## config.mk

```make
export PLATFORM = sky130hd
export DESIGN_NAME = script_lexer_stream
export DESIGN_NICKNAME = d
export VERILOG_FILES = /design/src/design/slx_pkg.sv /design/src/design/script_lexer_stream.sv /design/src/design/slx_front.sv /design/src/design/slx_queue.sv /design/src/design/slx_back.sv
export SDC_FILE = /design/constraint.sdc
export NUM_CORES = 1
export LEC_CHECK = 0
export BUFFER_PORTS_ARGS = -buffer_cell sky130_fd_sc_hd__clkbuf_2
export CAP_MARGIN = 5
export CORE_MARGIN = 8
export CORE_UTILIZATION = 37
export CTS_BUF_LIST = sky130_fd_sc_hd__clkbuf_2 sky130_fd_sc_hd__clkbuf_4 sky130_fd_sc_hd__clkbuf_8
export DETAILED_ROUTE_END_ITERATION = 7
export PLACE_DENSITY = 0.54
export SYNTH_ARGS = -nofsm -noshare
export SYNTH_HDL_FRONTEND = slang
export SYNTH_SLANG_ARGS = --single-unit
export TNS_END_PERCENT = 50
```

## constraint.sdc

```tcl
create_clock -name clk_i -period 10.65 [get_ports clk_i]
set_clock_uncertainty 0.15 [all_clocks]
set_input_delay 2.13 -clock clk_i [delete_from_list [all_inputs] [get_ports clk_i]]
set_output_delay 2.13 -clock clk_i [all_outputs]
set_load 0.005 [all_outputs]
```

## src/design/slx_pkg.sv

```systemverilog
// shared types, character constants and keyword table for the script lexer
// no dependencies

package slx_pkg;

  localparam int unsigned KW_MAX_LEN  = 6;
  localparam int unsigned KW_NUM      = 9;
  localparam int unsigned KW_TEXT_LEN = 6;
  localparam int unsigned NLEN_W      = $clog2(KW_MAX_LEN + 2);
  localparam int unsigned WIN_IDX_W   = $clog2(KW_MAX_LEN);
  localparam int unsigned MAX_RES     = 3;
  localparam int unsigned QUEUE_DEPTH = 4;
  localparam int unsigned QPTR_W      = $clog2(QUEUE_DEPTH);
  localparam int unsigned QCNT_W      = $clog2(QUEUE_DEPTH + 1);

  localparam logic [7:0] CH_SPACE  = 8'h20;
  localparam logic [7:0] CH_TAB    = 8'h09;
  localparam logic [7:0] CH_LF     = 8'h0A;
  localparam logic [7:0] CH_HASH   = 8'h23;
  localparam logic [7:0] CH_DQUOTE = 8'h22;
  localparam logic [7:0] CH_SQUOTE = 8'h27;
  localparam logic [7:0] CH_BSLASH = 8'h5C;
  localparam logic [7:0] CH_MINUS  = 8'h2D;
  localparam logic [7:0] CH_AMP    = 8'h26;
  localparam logic [7:0] CH_DOT    = 8'h2E;
  localparam logic [7:0] CH_QMARK  = 8'h3F;
  localparam logic [7:0] CH_BANG   = 8'h21;
  localparam logic [7:0] CH_LT     = 8'h3C;
  localparam logic [7:0] CH_GT     = 8'h3E;
  localparam logic [7:0] CH_EQ     = 8'h3D;
  localparam logic [7:0] CH_PLUS   = 8'h2B;
  localparam logic [7:0] CH_STAR   = 8'h2A;
  localparam logic [7:0] CH_SLASH  = 8'h2F;
  localparam logic [7:0] CH_PCT    = 8'h25;
  localparam logic [7:0] CH_PIPE   = 8'h7C;
  localparam logic [7:0] CH_COMMA  = 8'h2C;
  localparam logic [7:0] CH_SEMI   = 8'h3B;
  localparam logic [7:0] CH_LPAR   = 8'h28;
  localparam logic [7:0] CH_RPAR   = 8'h29;
  localparam logic [7:0] CH_LBRACE = 8'h7B;
  localparam logic [7:0] CH_RBRACE = 8'h7D;
  localparam logic [7:0] CH_LBRACK = 8'h5B;
  localparam logic [7:0] CH_RBRACK = 8'h5D;
  localparam logic [7:0] CH_UNDER  = 8'h5F;
  localparam logic [7:0] CH_0      = 8'h30;
  localparam logic [7:0] CH_9      = 8'h39;
  localparam logic [7:0] CH_LA     = 8'h61;
  localparam logic [7:0] CH_LZ     = 8'h7A;
  localparam logic [7:0] CH_UA     = 8'h41;
  localparam logic [7:0] CH_UZ     = 8'h5A;
  localparam logic [7:0] CH_LAMB0  = 8'hCE;
  localparam logic [7:0] CH_LAMB1  = 8'hBB;
  localparam logic [7:0] CH_NUL    = 8'h00;
  localparam logic [7:0] CH_N      = 8'h6E;
  localparam logic [7:0] CH_T      = 8'h74;
  localparam logic [7:0] CH_A      = 8'h61;
  localparam logic [7:0] CH_B      = 8'h62;
  localparam logic [7:0] CH_F      = 8'h66;
  localparam logic [7:0] CH_R      = 8'h72;
  localparam logic [7:0] CH_V      = 8'h76;

  // keyword text, first byte in the low bits
  localparam logic [8*KW_TEXT_LEN-1:0] KW_TEXT [KW_NUM] = '{
    48'h0000_0000_6669,
    48'h0000_6E65_6874,
    48'h0000_6573_6C65,
    48'h6164_626D_616C,
    48'h0000_0000_BBCE,
    48'h0000_6575_7274,
    48'h0065_736C_6166,
    48'h0000_0066_6564,
    48'h0000_7473_696C
  };
  localparam int unsigned KW_LEN [KW_NUM] = '{2, 4, 4, 6, 2, 4, 5, 3, 4};

  typedef enum logic [3:0] {
    MODE_IDLE = 4'd0,
    MODE_NUM  = 4'd1,
    MODE_STR  = 4'd2,
    MODE_ESC  = 4'd3,
    MODE_OP   = 4'd4,
    MODE_NAME = 4'd5,
    MODE_CMT  = 4'd6
  } mode_e;

  typedef enum logic [2:0] {
    KIND_NUM  = 3'd0,
    KIND_STR  = 3'd1,
    KIND_OP   = 3'd2,
    KIND_PUNC = 3'd3,
    KIND_VAR  = 3'd4,
    KIND_KW   = 3'd5
  } kind_e;

  typedef enum logic [1:0] {
    ERR_NONE = 2'd0,
    ERR_BYTE = 2'd1,
    ERR_AMP  = 2'd2
  } err_e;

  typedef logic [KW_MAX_LEN-1:0][7:0] win_t;
  typedef logic [NLEN_W-1:0] nlen_t;

  typedef struct packed {
    logic [7:0] text_byte;
    logic       has_byte;
    logic       token_start;
    logic       token_end;
    kind_e      token_kind;
    logic       is_reference;
    err_e       error_code;
  } res_t;

  typedef struct packed {
    res_t [MAX_RES-1:0] res;
    logic [1:0]         cnt;
  } bundle_t;

  typedef struct packed {
    logic idle;
    logic held;
  } front_stat_t;

  typedef struct packed {
    logic       ok;
    logic [7:0] value;
  } esc_t;

  function automatic logic is_numeral(logic [7:0] b);
    return b >= CH_0 && b <= CH_9;
  endfunction

  function automatic logic is_space(logic [7:0] b);
    return b == CH_SPACE || b == CH_TAB || b == CH_LF;
  endfunction

  function automatic logic is_name_start(logic [7:0] b);
    return (b >= CH_LA && b <= CH_LZ) || (b >= CH_UA && b <= CH_UZ) ||
           b == CH_UNDER || b == CH_LAMB0 || b == CH_LAMB1;
  endfunction

  function automatic logic is_name(logic [7:0] b);
    return is_name_start(b) || is_numeral(b) || b == CH_QMARK || b == CH_BANG ||
           b == CH_MINUS || b == CH_LT || b == CH_GT || b == CH_EQ;
  endfunction

  function automatic logic is_op(logic [7:0] b);
    return b == CH_PLUS || b == CH_MINUS || b == CH_STAR || b == CH_SLASH ||
           b == CH_PCT || b == CH_EQ || b == CH_AMP || b == CH_PIPE ||
           b == CH_LT || b == CH_GT || b == CH_BANG;
  endfunction

  function automatic logic is_punc(logic [7:0] b);
    return b == CH_COMMA || b == CH_SEMI || b == CH_LPAR || b == CH_RPAR ||
           b == CH_LBRACE || b == CH_RBRACE || b == CH_LBRACK || b == CH_RBRACK;
  endfunction

  function automatic esc_t map_escape(logic [7:0] b);
    esc_t e;
    e.ok    = 1'b1;
    e.value = b;
    case (b)
      CH_N:      e.value = 8'h0A;
      CH_T:      e.value = 8'h09;
      CH_A:      e.value = 8'h07;
      CH_B:      e.value = 8'h08;
      CH_F:      e.value = 8'h0C;
      CH_R:      e.value = 8'h0D;
      CH_V:      e.value = 8'h0B;
      CH_BSLASH, CH_SQUOTE, CH_DQUOTE, CH_QMARK, CH_NUL: e.value = b;
      default: begin
        e.ok    = 1'b0;
        e.value = 8'h00;
      end
    endcase
    return e;
  endfunction

  function automatic logic [7:0] kw_byte(int unsigned k, int unsigned i);
    logic [7:0] r;
    r = 8'h00;
    if (i < KW_TEXT_LEN) begin
      r = KW_TEXT[k][8*i +: 8];
    end
    return r;
  endfunction

  function automatic kind_e name_kind(win_t win, nlen_t len);
    kind_e k;
    logic  match;
    k = KIND_VAR;
    if (len <= NLEN_W'(KW_MAX_LEN)) begin
      for (int unsigned w = 0; w < KW_NUM; w++) begin
        match = (len == NLEN_W'(KW_LEN[w]));
        for (int unsigned i = 0; i < KW_MAX_LEN; i++) begin
          if (NLEN_W'(i) < len && win[i] != kw_byte(w, i)) begin
            match = 1'b0;
          end
        end
        if (match) begin
          k = KIND_KW;
        end
      end
    end
    return k;
  endfunction

  function automatic res_t mk_res(logic [7:0] b, logic has, logic st, logic en,
                                  kind_e kind, logic rf, err_e err);
    res_t r;
    r.text_byte    = b;
    r.has_byte     = has;
    r.token_start  = st;
    r.token_end    = en;
    r.token_kind   = kind;
    r.is_reference = rf;
    r.error_code   = err;
    return r;
  endfunction

endpackage

```

## src/design/script_lexer_stream.sv

```systemverilog
// top level of the byte-serial script lexer: front end, bundle queue and
// back end; uses slx_pkg, slx_front, slx_queue and slx_back
//
// channel   dir  word                               marker
// s_axis    in   tdata[7:0] src_byte                tlast end_of_input
// m_axis    out  tdata[7:0] text_byte, [8] start    tlast token_end
//                tuser has_byte, kind, is_reference, error_code
//
// one source byte is taken per cycle while the four-entry bundle queue has room
// each byte yields zero to three results; the back end sends one result a cycle while m_axis accepts
// so the output port sets the long-run rate for bytes that make several results
// reset clears the lexer state, the queue pointers and the output valid flag
// a stall on m_axis fills the queue and then drops s_axis_tready_o

module script_lexer_stream (
  input  logic        clk_i,
  input  logic        rst_ni,
  input  logic        s_axis_tvalid_i,
  output logic        s_axis_tready_o,
  input  logic [7:0]  s_axis_tdata_i,   // src_byte
  input  logic        s_axis_tlast_i,   // end_of_input
  output logic        m_axis_tvalid_o,
  input  logic        m_axis_tready_i,
  output logic [15:0] m_axis_tdata_o,   // text_byte, token_start
  output logic        m_axis_tlast_o,   // token_end
  output logic [6:0]  m_axis_tuser_o    // has_byte, token_kind, is_reference, error_code
);
  import slx_pkg::*;

  logic        push, full, pop, q_valid;
  bundle_t     bundle, head;
  front_stat_t stat;
  res_t        res;

  slx_front u_front (
    .clk_i          (clk_i),
    .rst_ni         (rst_ni),
    .valid_i        (s_axis_tvalid_i),
    .src_byte_i     (s_axis_tdata_i),
    .end_of_input_i (s_axis_tlast_i),
    .space_i        (!full),
    .push_o         (push),
    .bundle_o       (bundle),
    .stat_o         (stat)
  );

  slx_queue u_queue (
    .clk_i    (clk_i),
    .rst_ni   (rst_ni),
    .push_i   (push),
    .bundle_i (bundle),
    .full_o   (full),
    .pop_i    (pop),
    .valid_o  (q_valid),
    .head_o   (head)
  );

  slx_back u_back (
    .clk_i        (clk_i),
    .rst_ni       (rst_ni),
    .head_valid_i (q_valid),
    .head_i       (head),
    .pop_o        (pop),
    .out_valid_o  (m_axis_tvalid_o),
    .out_ready_i  (m_axis_tready_i),
    .out_o        (res)
  );

  assign s_axis_tready_o = !full;
  assign m_axis_tdata_o  = {7'b0, res.token_start, res.text_byte};
  assign m_axis_tlast_o  = res.token_end;
  assign m_axis_tuser_o  = {res.error_code, res.is_reference, res.token_kind, res.has_byte};

  a_pop_has_data: assert property (@(posedge clk_i) disable iff (!rst_ni)
    pop |-> q_valid)
    else $error("queue popped while empty");

  a_head_nonempty: assert property (@(posedge clk_i) disable iff (!rst_ni)
    q_valid |-> head.cnt != 2'd0)
    else $error("queued bundle without results");

  a_eoi_resets: assert property (@(posedge clk_i) disable iff (!rst_ni)
    s_axis_tvalid_i && s_axis_tready_o && s_axis_tlast_i |=> stat.idle && !stat.held)
    else $error("lexer not idle after end of input");

endmodule

```

## src/design/slx_front.sv

```systemverilog
// front end: classifies each source byte against the lexer state and
// builds the bundle of up to three results it causes; uses slx_pkg

module slx_front (
  input  logic                clk_i,
  input  logic                rst_ni,
  input  logic                valid_i,
  input  logic [7:0]          src_byte_i,
  input  logic                end_of_input_i,
  input  logic                space_i,
  output logic                push_o,
  output slx_pkg::bundle_t    bundle_o,
  output slx_pkg::front_stat_t stat_o
);
  import slx_pkg::*;

  mode_e      mode_q, mode_d;
  logic       dot_q, dot_d;
  logic [7:0] hbyte_q, hbyte_d;
  logic       hvalid_q, hvalid_d;
  win_t       win_q, win_d;
  nlen_t      nlen_q, nlen_d;
  logic       ref_q, ref_d;

  res_t       res [MAX_RES];
  logic [1:0] n;
  logic       do_close, do_idle, do_name, name_ref;
  kind_e      close_kind;
  esc_t       esc;
  logic [7:0] b;
  logic       accept;

  assign b      = src_byte_i;
  assign accept = valid_i && space_i;

  always_comb begin
    mode_d     = mode_q;
    dot_d      = dot_q;
    hbyte_d    = hbyte_q;
    hvalid_d   = hvalid_q;
    win_d      = win_q;
    nlen_d     = nlen_q;
    ref_d      = ref_q;
    n          = 2'd0;
    do_close   = 1'b0;
    do_idle    = 1'b0;
    do_name    = 1'b0;
    name_ref   = 1'b0;
    close_kind = KIND_NUM;
    esc        = map_escape(b);
    for (int i = 0; i < MAX_RES; i++) begin
      res[i] = '0;
    end

    if (end_of_input_i) begin
      if (hvalid_q) begin
        hvalid_d = 1'b0;
        if (hbyte_q == CH_MINUS) begin
          res[n] = mk_res(CH_MINUS, 1'b1, 1'b1, 1'b1, KIND_OP, 1'b0, ERR_NONE);
          n = n + 2'd1;
        end else begin
          res[n] = mk_res(CH_AMP, 1'b0, 1'b0, 1'b0, KIND_NUM, 1'b0, ERR_AMP);
          n = n + 2'd1;
        end
      end
      do_close = 1'b1;
    end else begin
      case (mode_q)
        MODE_IDLE: begin
          if (hvalid_q) begin
            hvalid_d = 1'b0;
            if (hbyte_q == CH_MINUS) begin
              if (is_numeral(b)) begin
                mode_d = MODE_NUM;
                dot_d  = 1'b0;
                res[n] = mk_res(CH_MINUS, 1'b1, 1'b1, 1'b0, KIND_NUM, 1'b0, ERR_NONE);
                n = n + 2'd1;
                res[n] = mk_res(b, 1'b1, 1'b0, 1'b0, KIND_NUM, 1'b0, ERR_NONE);
                n = n + 2'd1;
              end else begin
                mode_d = MODE_OP;
                res[n] = mk_res(CH_MINUS, 1'b1, 1'b1, 1'b0, KIND_OP, 1'b0, ERR_NONE);
                n = n + 2'd1;
                if (is_op(b)) begin
                  res[n] = mk_res(b, 1'b1, 1'b0, 1'b0, KIND_OP, 1'b0, ERR_NONE);
                  n = n + 2'd1;
                end else begin
                  do_close = 1'b1;
                  do_idle  = 1'b1;
                end
              end
            end else begin
              if (is_op(b)) begin
                mode_d = MODE_OP;
                res[n] = mk_res(CH_AMP, 1'b1, 1'b1, 1'b0, KIND_OP, 1'b0, ERR_NONE);
                n = n + 2'd1;
                res[n] = mk_res(b, 1'b1, 1'b0, 1'b0, KIND_OP, 1'b0, ERR_NONE);
                n = n + 2'd1;
              end else if (is_name_start(b)) begin
                do_name  = 1'b1;
                name_ref = 1'b1;
              end else begin
                res[n] = mk_res(CH_AMP, 1'b0, 1'b0, 1'b0, KIND_NUM, 1'b0, ERR_AMP);
                n = n + 2'd1;
                do_idle = 1'b1;
              end
            end
          end else begin
            do_idle = 1'b1;
          end
        end
        MODE_CMT: begin
          if (b == CH_LF) begin
            mode_d = MODE_IDLE;
          end
        end
        MODE_NUM: begin
          if (is_numeral(b) || (b == CH_DOT && !dot_q)) begin
            if (b == CH_DOT) begin
              dot_d = 1'b1;
            end
            res[n] = mk_res(b, 1'b1, 1'b0, 1'b0, KIND_NUM, 1'b0, ERR_NONE);
            n = n + 2'd1;
          end else begin
            do_close = 1'b1;
            do_idle  = 1'b1;
          end
        end
        MODE_STR: begin
          if (b == CH_BSLASH) begin
            mode_d = MODE_ESC;
          end else if (b == CH_DQUOTE) begin
            do_close = 1'b1;
          end else begin
            res[n] = mk_res(b, 1'b1, 1'b0, 1'b0, KIND_STR, 1'b0, ERR_NONE);
            n = n + 2'd1;
          end
        end
        MODE_ESC: begin
          if (esc.ok) begin
            res[n] = mk_res(esc.value, 1'b1, 1'b0, 1'b0, KIND_STR, 1'b0, ERR_NONE);
            n = n + 2'd1;
          end
          mode_d = MODE_STR;
        end
        MODE_OP: begin
          if (is_op(b)) begin
            res[n] = mk_res(b, 1'b1, 1'b0, 1'b0, KIND_OP, 1'b0, ERR_NONE);
            n = n + 2'd1;
          end else begin
            do_close = 1'b1;
            do_idle  = 1'b1;
          end
        end
        MODE_NAME: begin
          if (is_name(b)) begin
            if (nlen_q < NLEN_W'(KW_MAX_LEN)) begin
              win_d[nlen_q[WIN_IDX_W-1:0]] = b;
            end
            if (nlen_q <= NLEN_W'(KW_MAX_LEN)) begin
              nlen_d = nlen_q + NLEN_W'(1);
            end
            res[n] = mk_res(b, 1'b1, 1'b0, 1'b0, KIND_VAR, ref_q, ERR_NONE);
            n = n + 2'd1;
          end else begin
            do_close = 1'b1;
            do_idle  = 1'b1;
          end
        end
        default: begin
          mode_d  = MODE_IDLE;
          do_idle = 1'b1;
        end
      endcase
    end

    if (do_close) begin
      case (mode_d)
        MODE_STR, MODE_ESC: close_kind = KIND_STR;
        MODE_OP:            close_kind = KIND_OP;
        MODE_NAME:          close_kind = name_kind(win_d, nlen_d);
        default:            close_kind = KIND_NUM;
      endcase
      if (mode_d != MODE_IDLE && mode_d != MODE_CMT) begin
        res[n] = mk_res(8'h00, 1'b0, 1'b0, 1'b1, close_kind, ref_d, ERR_NONE);
        n = n + 2'd1;
      end
      mode_d = MODE_IDLE;
      dot_d  = 1'b0;
      ref_d  = 1'b0;
    end

    if (do_idle && !is_space(b)) begin
      if (b == CH_HASH) begin
        mode_d = MODE_CMT;
      end else if (b == CH_DQUOTE) begin
        mode_d = MODE_STR;
        res[n] = mk_res(8'h00, 1'b0, 1'b1, 1'b0, KIND_STR, 1'b0, ERR_NONE);
        n = n + 2'd1;
      end else if (b == CH_MINUS || b == CH_AMP) begin
        hbyte_d  = b;
        hvalid_d = 1'b1;
      end else if (is_numeral(b)) begin
        mode_d = MODE_NUM;
        dot_d  = 1'b0;
        res[n] = mk_res(b, 1'b1, 1'b1, 1'b0, KIND_NUM, 1'b0, ERR_NONE);
        n = n + 2'd1;
      end else if (is_name_start(b)) begin
        do_name  = 1'b1;
        name_ref = 1'b0;
      end else if (is_punc(b)) begin
        res[n] = mk_res(b, 1'b1, 1'b1, 1'b1, KIND_PUNC, 1'b0, ERR_NONE);
        n = n + 2'd1;
      end else if (is_op(b)) begin
        mode_d = MODE_OP;
        res[n] = mk_res(b, 1'b1, 1'b1, 1'b0, KIND_OP, 1'b0, ERR_NONE);
        n = n + 2'd1;
      end else begin
        res[n] = mk_res(b, 1'b0, 1'b0, 1'b0, KIND_NUM, 1'b0, ERR_BYTE);
        n = n + 2'd1;
      end
    end

    if (do_name) begin
      win_d    = '0;
      win_d[0] = b;
      nlen_d   = NLEN_W'(1);
      ref_d    = name_ref;
      mode_d   = MODE_NAME;
      res[n] = mk_res(b, 1'b1, 1'b1, 1'b0, KIND_VAR, name_ref, ERR_NONE);
      n = n + 2'd1;
    end
  end

  always_comb begin
    for (int i = 0; i < MAX_RES; i++) begin
      bundle_o.res[i] = res[i];
    end
    bundle_o.cnt = n;
  end

  assign push_o      = accept && (n != 2'd0);
  assign stat_o.idle = (mode_q == MODE_IDLE);
  assign stat_o.held = hvalid_q;

  always_ff @(posedge clk_i or negedge rst_ni) begin
    if (!rst_ni) begin
      mode_q   <= MODE_IDLE;
      dot_q    <= 1'b0;
      hbyte_q  <= 8'h00;
      hvalid_q <= 1'b0;
      win_q    <= '0;
      nlen_q   <= '0;
      ref_q    <= 1'b0;
    end else if (accept) begin
      mode_q   <= mode_d;
      dot_q    <= dot_d;
      hbyte_q  <= hbyte_d;
      hvalid_q <= hvalid_d;
      win_q    <= win_d;
      nlen_q   <= nlen_d;
      ref_q    <= ref_d;
    end
  end

endmodule

```

## src/design/slx_queue.sv

```systemverilog
// short bundle queue between the front and back ends
// uses slx_pkg for the bundle type and depth

module slx_queue (
  input  logic             clk_i,
  input  logic             rst_ni,
  input  logic             push_i,
  input  slx_pkg::bundle_t bundle_i,
  output logic             full_o,
  input  logic             pop_i,
  output logic             valid_o,
  output slx_pkg::bundle_t head_o
);
  import slx_pkg::*;

  bundle_t             mem_q [QUEUE_DEPTH];
  logic [QPTR_W-1:0]   wr_q, wr_d;
  logic [QPTR_W-1:0]   rd_q, rd_d;
  logic [QCNT_W-1:0]   cnt_q, cnt_d;

  assign full_o  = (cnt_q == QCNT_W'(QUEUE_DEPTH));
  assign valid_o = (cnt_q != '0);
  assign head_o  = mem_q[rd_q];

  always_comb begin
    wr_d  = wr_q;
    rd_d  = rd_q;
    cnt_d = cnt_q;
    if (push_i) begin
      wr_d = (wr_q == QPTR_W'(QUEUE_DEPTH - 1)) ? '0 : wr_q + QPTR_W'(1);
    end
    if (pop_i) begin
      rd_d = (rd_q == QPTR_W'(QUEUE_DEPTH - 1)) ? '0 : rd_q + QPTR_W'(1);
    end
    if (push_i && !pop_i) begin
      cnt_d = cnt_q + QCNT_W'(1);
    end else if (pop_i && !push_i) begin
      cnt_d = cnt_q - QCNT_W'(1);
    end
  end

  always_ff @(posedge clk_i or negedge rst_ni) begin
    if (!rst_ni) begin
      wr_q  <= '0;
      rd_q  <= '0;
      cnt_q <= '0;
    end else begin
      wr_q  <= wr_d;
      rd_q  <= rd_d;
      cnt_q <= cnt_d;
    end
  end

  always_ff @(posedge clk_i) begin
    if (push_i) begin
      mem_q[wr_q] <= bundle_i;
    end
  end

endmodule

```

## src/design/slx_back.sv

```systemverilog
// back end: walks the results of the head bundle one per cycle into the
// output register while it is empty or being read; uses slx_pkg

module slx_back (
  input  logic             clk_i,
  input  logic             rst_ni,
  input  logic             head_valid_i,
  input  slx_pkg::bundle_t head_i,
  output logic             pop_o,
  output logic             out_valid_o,
  input  logic             out_ready_i,
  output slx_pkg::res_t    out_o
);
  import slx_pkg::*;

  logic [1:0] idx_q, idx_d;
  logic       ov_q, ov_d;
  res_t       out_q;
  logic       load, last;

  assign load  = head_valid_i && (!ov_q || out_ready_i);
  assign last  = (idx_q == head_i.cnt - 2'd1);
  assign pop_o = load && last;

  always_comb begin
    idx_d = idx_q;
    ov_d  = ov_q;
    if (load) begin
      ov_d  = 1'b1;
      idx_d = last ? 2'd0 : idx_q + 2'd1;
    end else if (ov_q && out_ready_i) begin
      ov_d = 1'b0;
    end
  end

  always_ff @(posedge clk_i or negedge rst_ni) begin
    if (!rst_ni) begin
      idx_q <= 2'd0;
      ov_q  <= 1'b0;
    end else begin
      idx_q <= idx_d;
      ov_q  <= ov_d;
    end
  end

  always_ff @(posedge clk_i) begin
    if (load) begin
      out_q <= head_i.res[idx_q];
    end
  end

  assign out_valid_o = ov_q;
  assign out_o       = out_q;

endmodule

```

==> flow_summary_export.csv <==
group,metric,value,unit
outcome,outcome,"complete, no violations",
drt,wl_per_cell,23.0,um
global_route,grt-busiest-layer,"met2",
power_and_ir_drop,powerDensity,217,nW/um2
drt,viasPerCell,5.74,
sta,rsz0062_at_grt,"false",
logic_synthesis,synth_top_area_cell,"edfxtp_1",
place,dpl_cell_area,15800,um2
global_route,met1_usage,23.5,%
drt,vias,10600,
floorplan,start_util,37.2,%
finish,area_growth,11.0,%
critical_path,cp_max_fo,44,
logic_synthesis,avgSynthCellArea,12.1,um2
logic_synthesis,ys_top_cells_by_area,"edfxtp_1, dfrtp_1, mux4_2, nand2_1, mux2i_1",
finish,multiInputGateArea,6120,um2
finish,final_layout_size_suffix_gt1_share,17.8,%
global_route,antenna_found_initial,0,
clock_network,cts_tree,"done",
worst_hold_path,hp-start,"u_front.hbyte_q[5]",
critical_path,cp-end-kind,"register",
sta,period_needed,8.38,ns
logic_synthesis,yosys_warnings,0,
clock_network,htree_num_levels,2,
logic_synthesis,synth-edff-count,221,
floorplan,die_h,218,um
finish,layout_common_cells,"edfxtp_1, nand2_1, nor2_1",
critical_path,crit_buf_inv,6,
sta,report.final.slew_viol_count,0,
floorplan,dieArea,47700,um2
logic_synthesis,yosysSeqAreaShare,56.4,%
logic_synthesis,yosysTopAreaCellShare,43.8,%
global_route,grt_pass1_vias,10500,
critical_path,cpMaxStageDelayCell,"clkbuf_2",
clock_network,cts_setup_buffers,0,
sta,slew_headroom,28.8,%
finish,final_area,16800,um2
finish,num-fill-cells,3812,
drt,drtIter0Drc,1110,
clock_network,cts.sinks,297,
clock_network,ctsResizeCount,0,
power_and_ir_drop,max-vdd-ir-drop,0.109,mV
clock_network,ctsHoldBuffers,0,
critical_path,cp.required,10.74,ns
critical_path,rr_startpoint,"u_front.mode_q[0]",
drt,drt-pass1-iter-count,5,
clock_network,cts_buffers,50,
finish,num_antenna_cells,0,
run,cap_viol_max_count,0,
logic_synthesis,yosysUniqueCellTypes,82,
sta,fmax,119,MHz
global_route,overflow,0,
drt,totalWireLength,42500,um
global_route,grtUsageMet2,28.8,%
clock_network,cts.clk_slew.worst_paths,0.05,ns
logic_synthesis,ys_seq_elements,297,
critical_path,crit_start,"s_axis_tdata_i[3]",
sta,post-route-period-util,78.7,%
sta,hold_viol,0,
logic_synthesis,netlist_area,15100,um2
clock_network,clkLatencyLatePin,0.64,ns
floorplan,rows,74,
finish,regArea,8540,um2
critical_path,worstSetupPathType,"in -> reg",
sta,tightestPinTransition,1.06,ns
finish,mostFrequentLayoutCell,"edfxtp_1",
drt,drc_errors,0,
floorplan,die_w,218,um
global_route,grt_max_degree,62,
clock_network,root_buffer,"clkbuf_8",
global_route,grt_pass1_wl,65200,um
drt,ant_nets,0,
sta,finalSetupTns,0,ns
global_route,track_usage,17.7,%
critical_path,crit_family,"simple AND/OR/NAND/NOR gates",
critical_path,startpoint_type,"input pin",
logic_synthesis,async_reset_ff_share,25.6,%
sta,setup_viol_count_final,0,
worst_hold_path,hold_class,"reg -> reg",
finish,nNetsFinal,1305,
power_and_ir_drop,p_leak,6.04,nW
critical_path,crit_arrival,8.47,ns
global_route,grtUsageMet3,3.03,%
place,placement.io_buffers,31,
floorplan,core_area,40600,um2
floorplan,ios,39,
logic_synthesis,ys.flop_type,"edfxtp_1",
place,post-dp-hpwl,29100,um
critical_path,slowest_delay,0.65,ns
logic_synthesis,synth_cells,1251,
clock_network,clock_path_buffers,3,
place,gp_congestion,0.942,
critical_path,path_cells,"clkbuf_2, nand4b_1, or4_1, nand4_1, buf_4, nor2_1, a211oi_1, a21oi_1, a31o_2, nand2_1, inv_1, ha_1, inv_1, o21ai_0, inv_1, ha_1, nand2_1, o21ai_0, ha_1, a21oi_1, nand2_1, mux2i_1, and2_2, buf_4",
-- per-stage QoR --
stage / total power, W / cells / util [%] / setup WS (ns) / hold WS [ns]
6_report: 0.00364 / 1849 / 41.3 / 2.27 / 0.304
3_5_place_dp: 0.00265 / 1755 / 38.8 / 1.68 / 0.299
3_3_place_gp: 0.00264 / 1755 / 38.8 / 1.76 / 0.298
4_1_cts: 0.00369 / 1849 / 41.3 / 2.33 / 0.309
5_1_grt: 0.00384 / 1849 / 41.3 / 1.81 / 0.353
2_1_floorplan: 0.00230 / 1257 / - / 2.62 / 0.275
-- synth_stat cells, types with 5 or more instances --
library cell and instances:
a211oi_1 5, a21o_1 6, a21oi_1 42, a22o_1 11, a31oi_1 11, a32o_1 19, and2_1 27, and3_1 12
buf_1 9, buf_2 6, buf_4 7, clkbuf_1 62, dfrtp_1 76, edfxtp_1 221, ha_1 16, inv_1 40
mux2_2 21, mux2i_1 35, mux4_2 51, nand2_1 137, nand2b_1 15, nand3_1 28, nand3b_1 9, nand4_1 8
nor2_1 81, nor2b_1 15, nor3_1 29, nor3b_1 9, nor4_1 11, o211ai_1 5, o21ai_0 69, o21ai_1 7
o22ai_1 24, o31ai_1 5, or2_2 11, or3_1 7, or4_1 7, xor2_1 6
-- path summary, 6_finish.rpt --
| kind | to | slack [ns] | cells past startpoint |
|---|---|---|---|
| setup / recovery | u_queue.mem_q[0][10] | 2.27 | 24 |
| hold / removal | u_front.hbyte_q[5] | 0.30 | 1 |
| setup reg to reg | u_queue.mem_q[0][10] | 4.04 | 17 |
| hold reg to reg | u_front.hbyte_q[5] | 0.30 | 1 |
| max in group asynchronous | u_queue.rd_q[0] | 7.92 | 2 |
| min in group asynchronous | u_front.hbyte_q[1] | 1.21 | 1 |
-- area by class of cell --
| cell class | instances | share of cell area, % |
|---|---|---|
| sequential | 297 | 50.8 |
| multi-input combinational | 835 | 36.4 |
| clock inverter | 33 | 1.33 |
| inverter | 40 | 0.894 |
| tap | 532 | 3.96 |
| clock buffer | 61 | 4.70 |
| timing repair buffer | 51 | 1.83 |
-- worst reg2reg max path, delay by kind of cell (launching register included) --
kind	cells	cell delay, ns
multiplexers	1	0.48
adder cells (fa/ha/maj)	2	0.65
AO/OA/AOI/OAI	6	1.28
buffers and inverters	2	0.66
AND/OR/NAND/NOR	5	1.99
XOR/XNOR	1	0.41
flip-flops	1	0.56
-- sequential cells by signal, summed over array words and instances (netlist names) --
register / flops
u_front.win_q: 48
u_queue.mem_q: 204
u_back.out_valid_o: 1
u_front.dot_q: 1
u_queue.cnt_q: 3
u_back.out_o: 17
u_back.idx_q: 2
u_front.hvalid_q: 1
u_queue.wr_q: 2
u_front.nlen_q: 3
u_front.ref_q: 1
u_front.hbyte_q: 8
u_front.mode_q: 4
u_queue.rd_q: 2
-- report_power, final --
| group | total (W) | internal, W | leakage, nW | switching, W |
|---|---|---|---|---|
| logic | 0.00100 | 0.000423 | 2.45 | 0.000579 |
| clock network | 0.00103 | 0.000546 | 0.523 | 0.000488 |
| registers | 0.00161 | 0.00148 | 3.07 | 0.000124 |
| total | 0.00364 | 0.00245 | 6.04 | 0.00119 |
-- logic make-up after synthesis --
| kind of cell | after synthesis | share of synthesized area, % |
|---|---|---|
| AO/OA/AOI/OAI | 256 | 11.8 |
| XOR/XNOR | 10 | 0.578 |
| adder cells (fa/ha/maj) | 17 | 1.45 |
| buffers and inverters | 125 | 3.37 |
| flip-flops | 297 | 56.4 |
| multiplexers | 107 | 11.5 |
| other | 1 | 0.0248 |
| AND/OR/NAND/NOR | 438 | 14.9 |
-- metal layers --
layer | wire length [um] | vias to the layer above | part of all wire (%)
met5 | 0 | - | 0
met4 | 1320 | 0 | 3.1
met3 | 2300 | 100 | 5.4
met2 | 20300 | 373 | 48
met1 | 18600 | 5315 | 44
li1 | - | 4833 | -
Power figures use the tool's default switching activity.
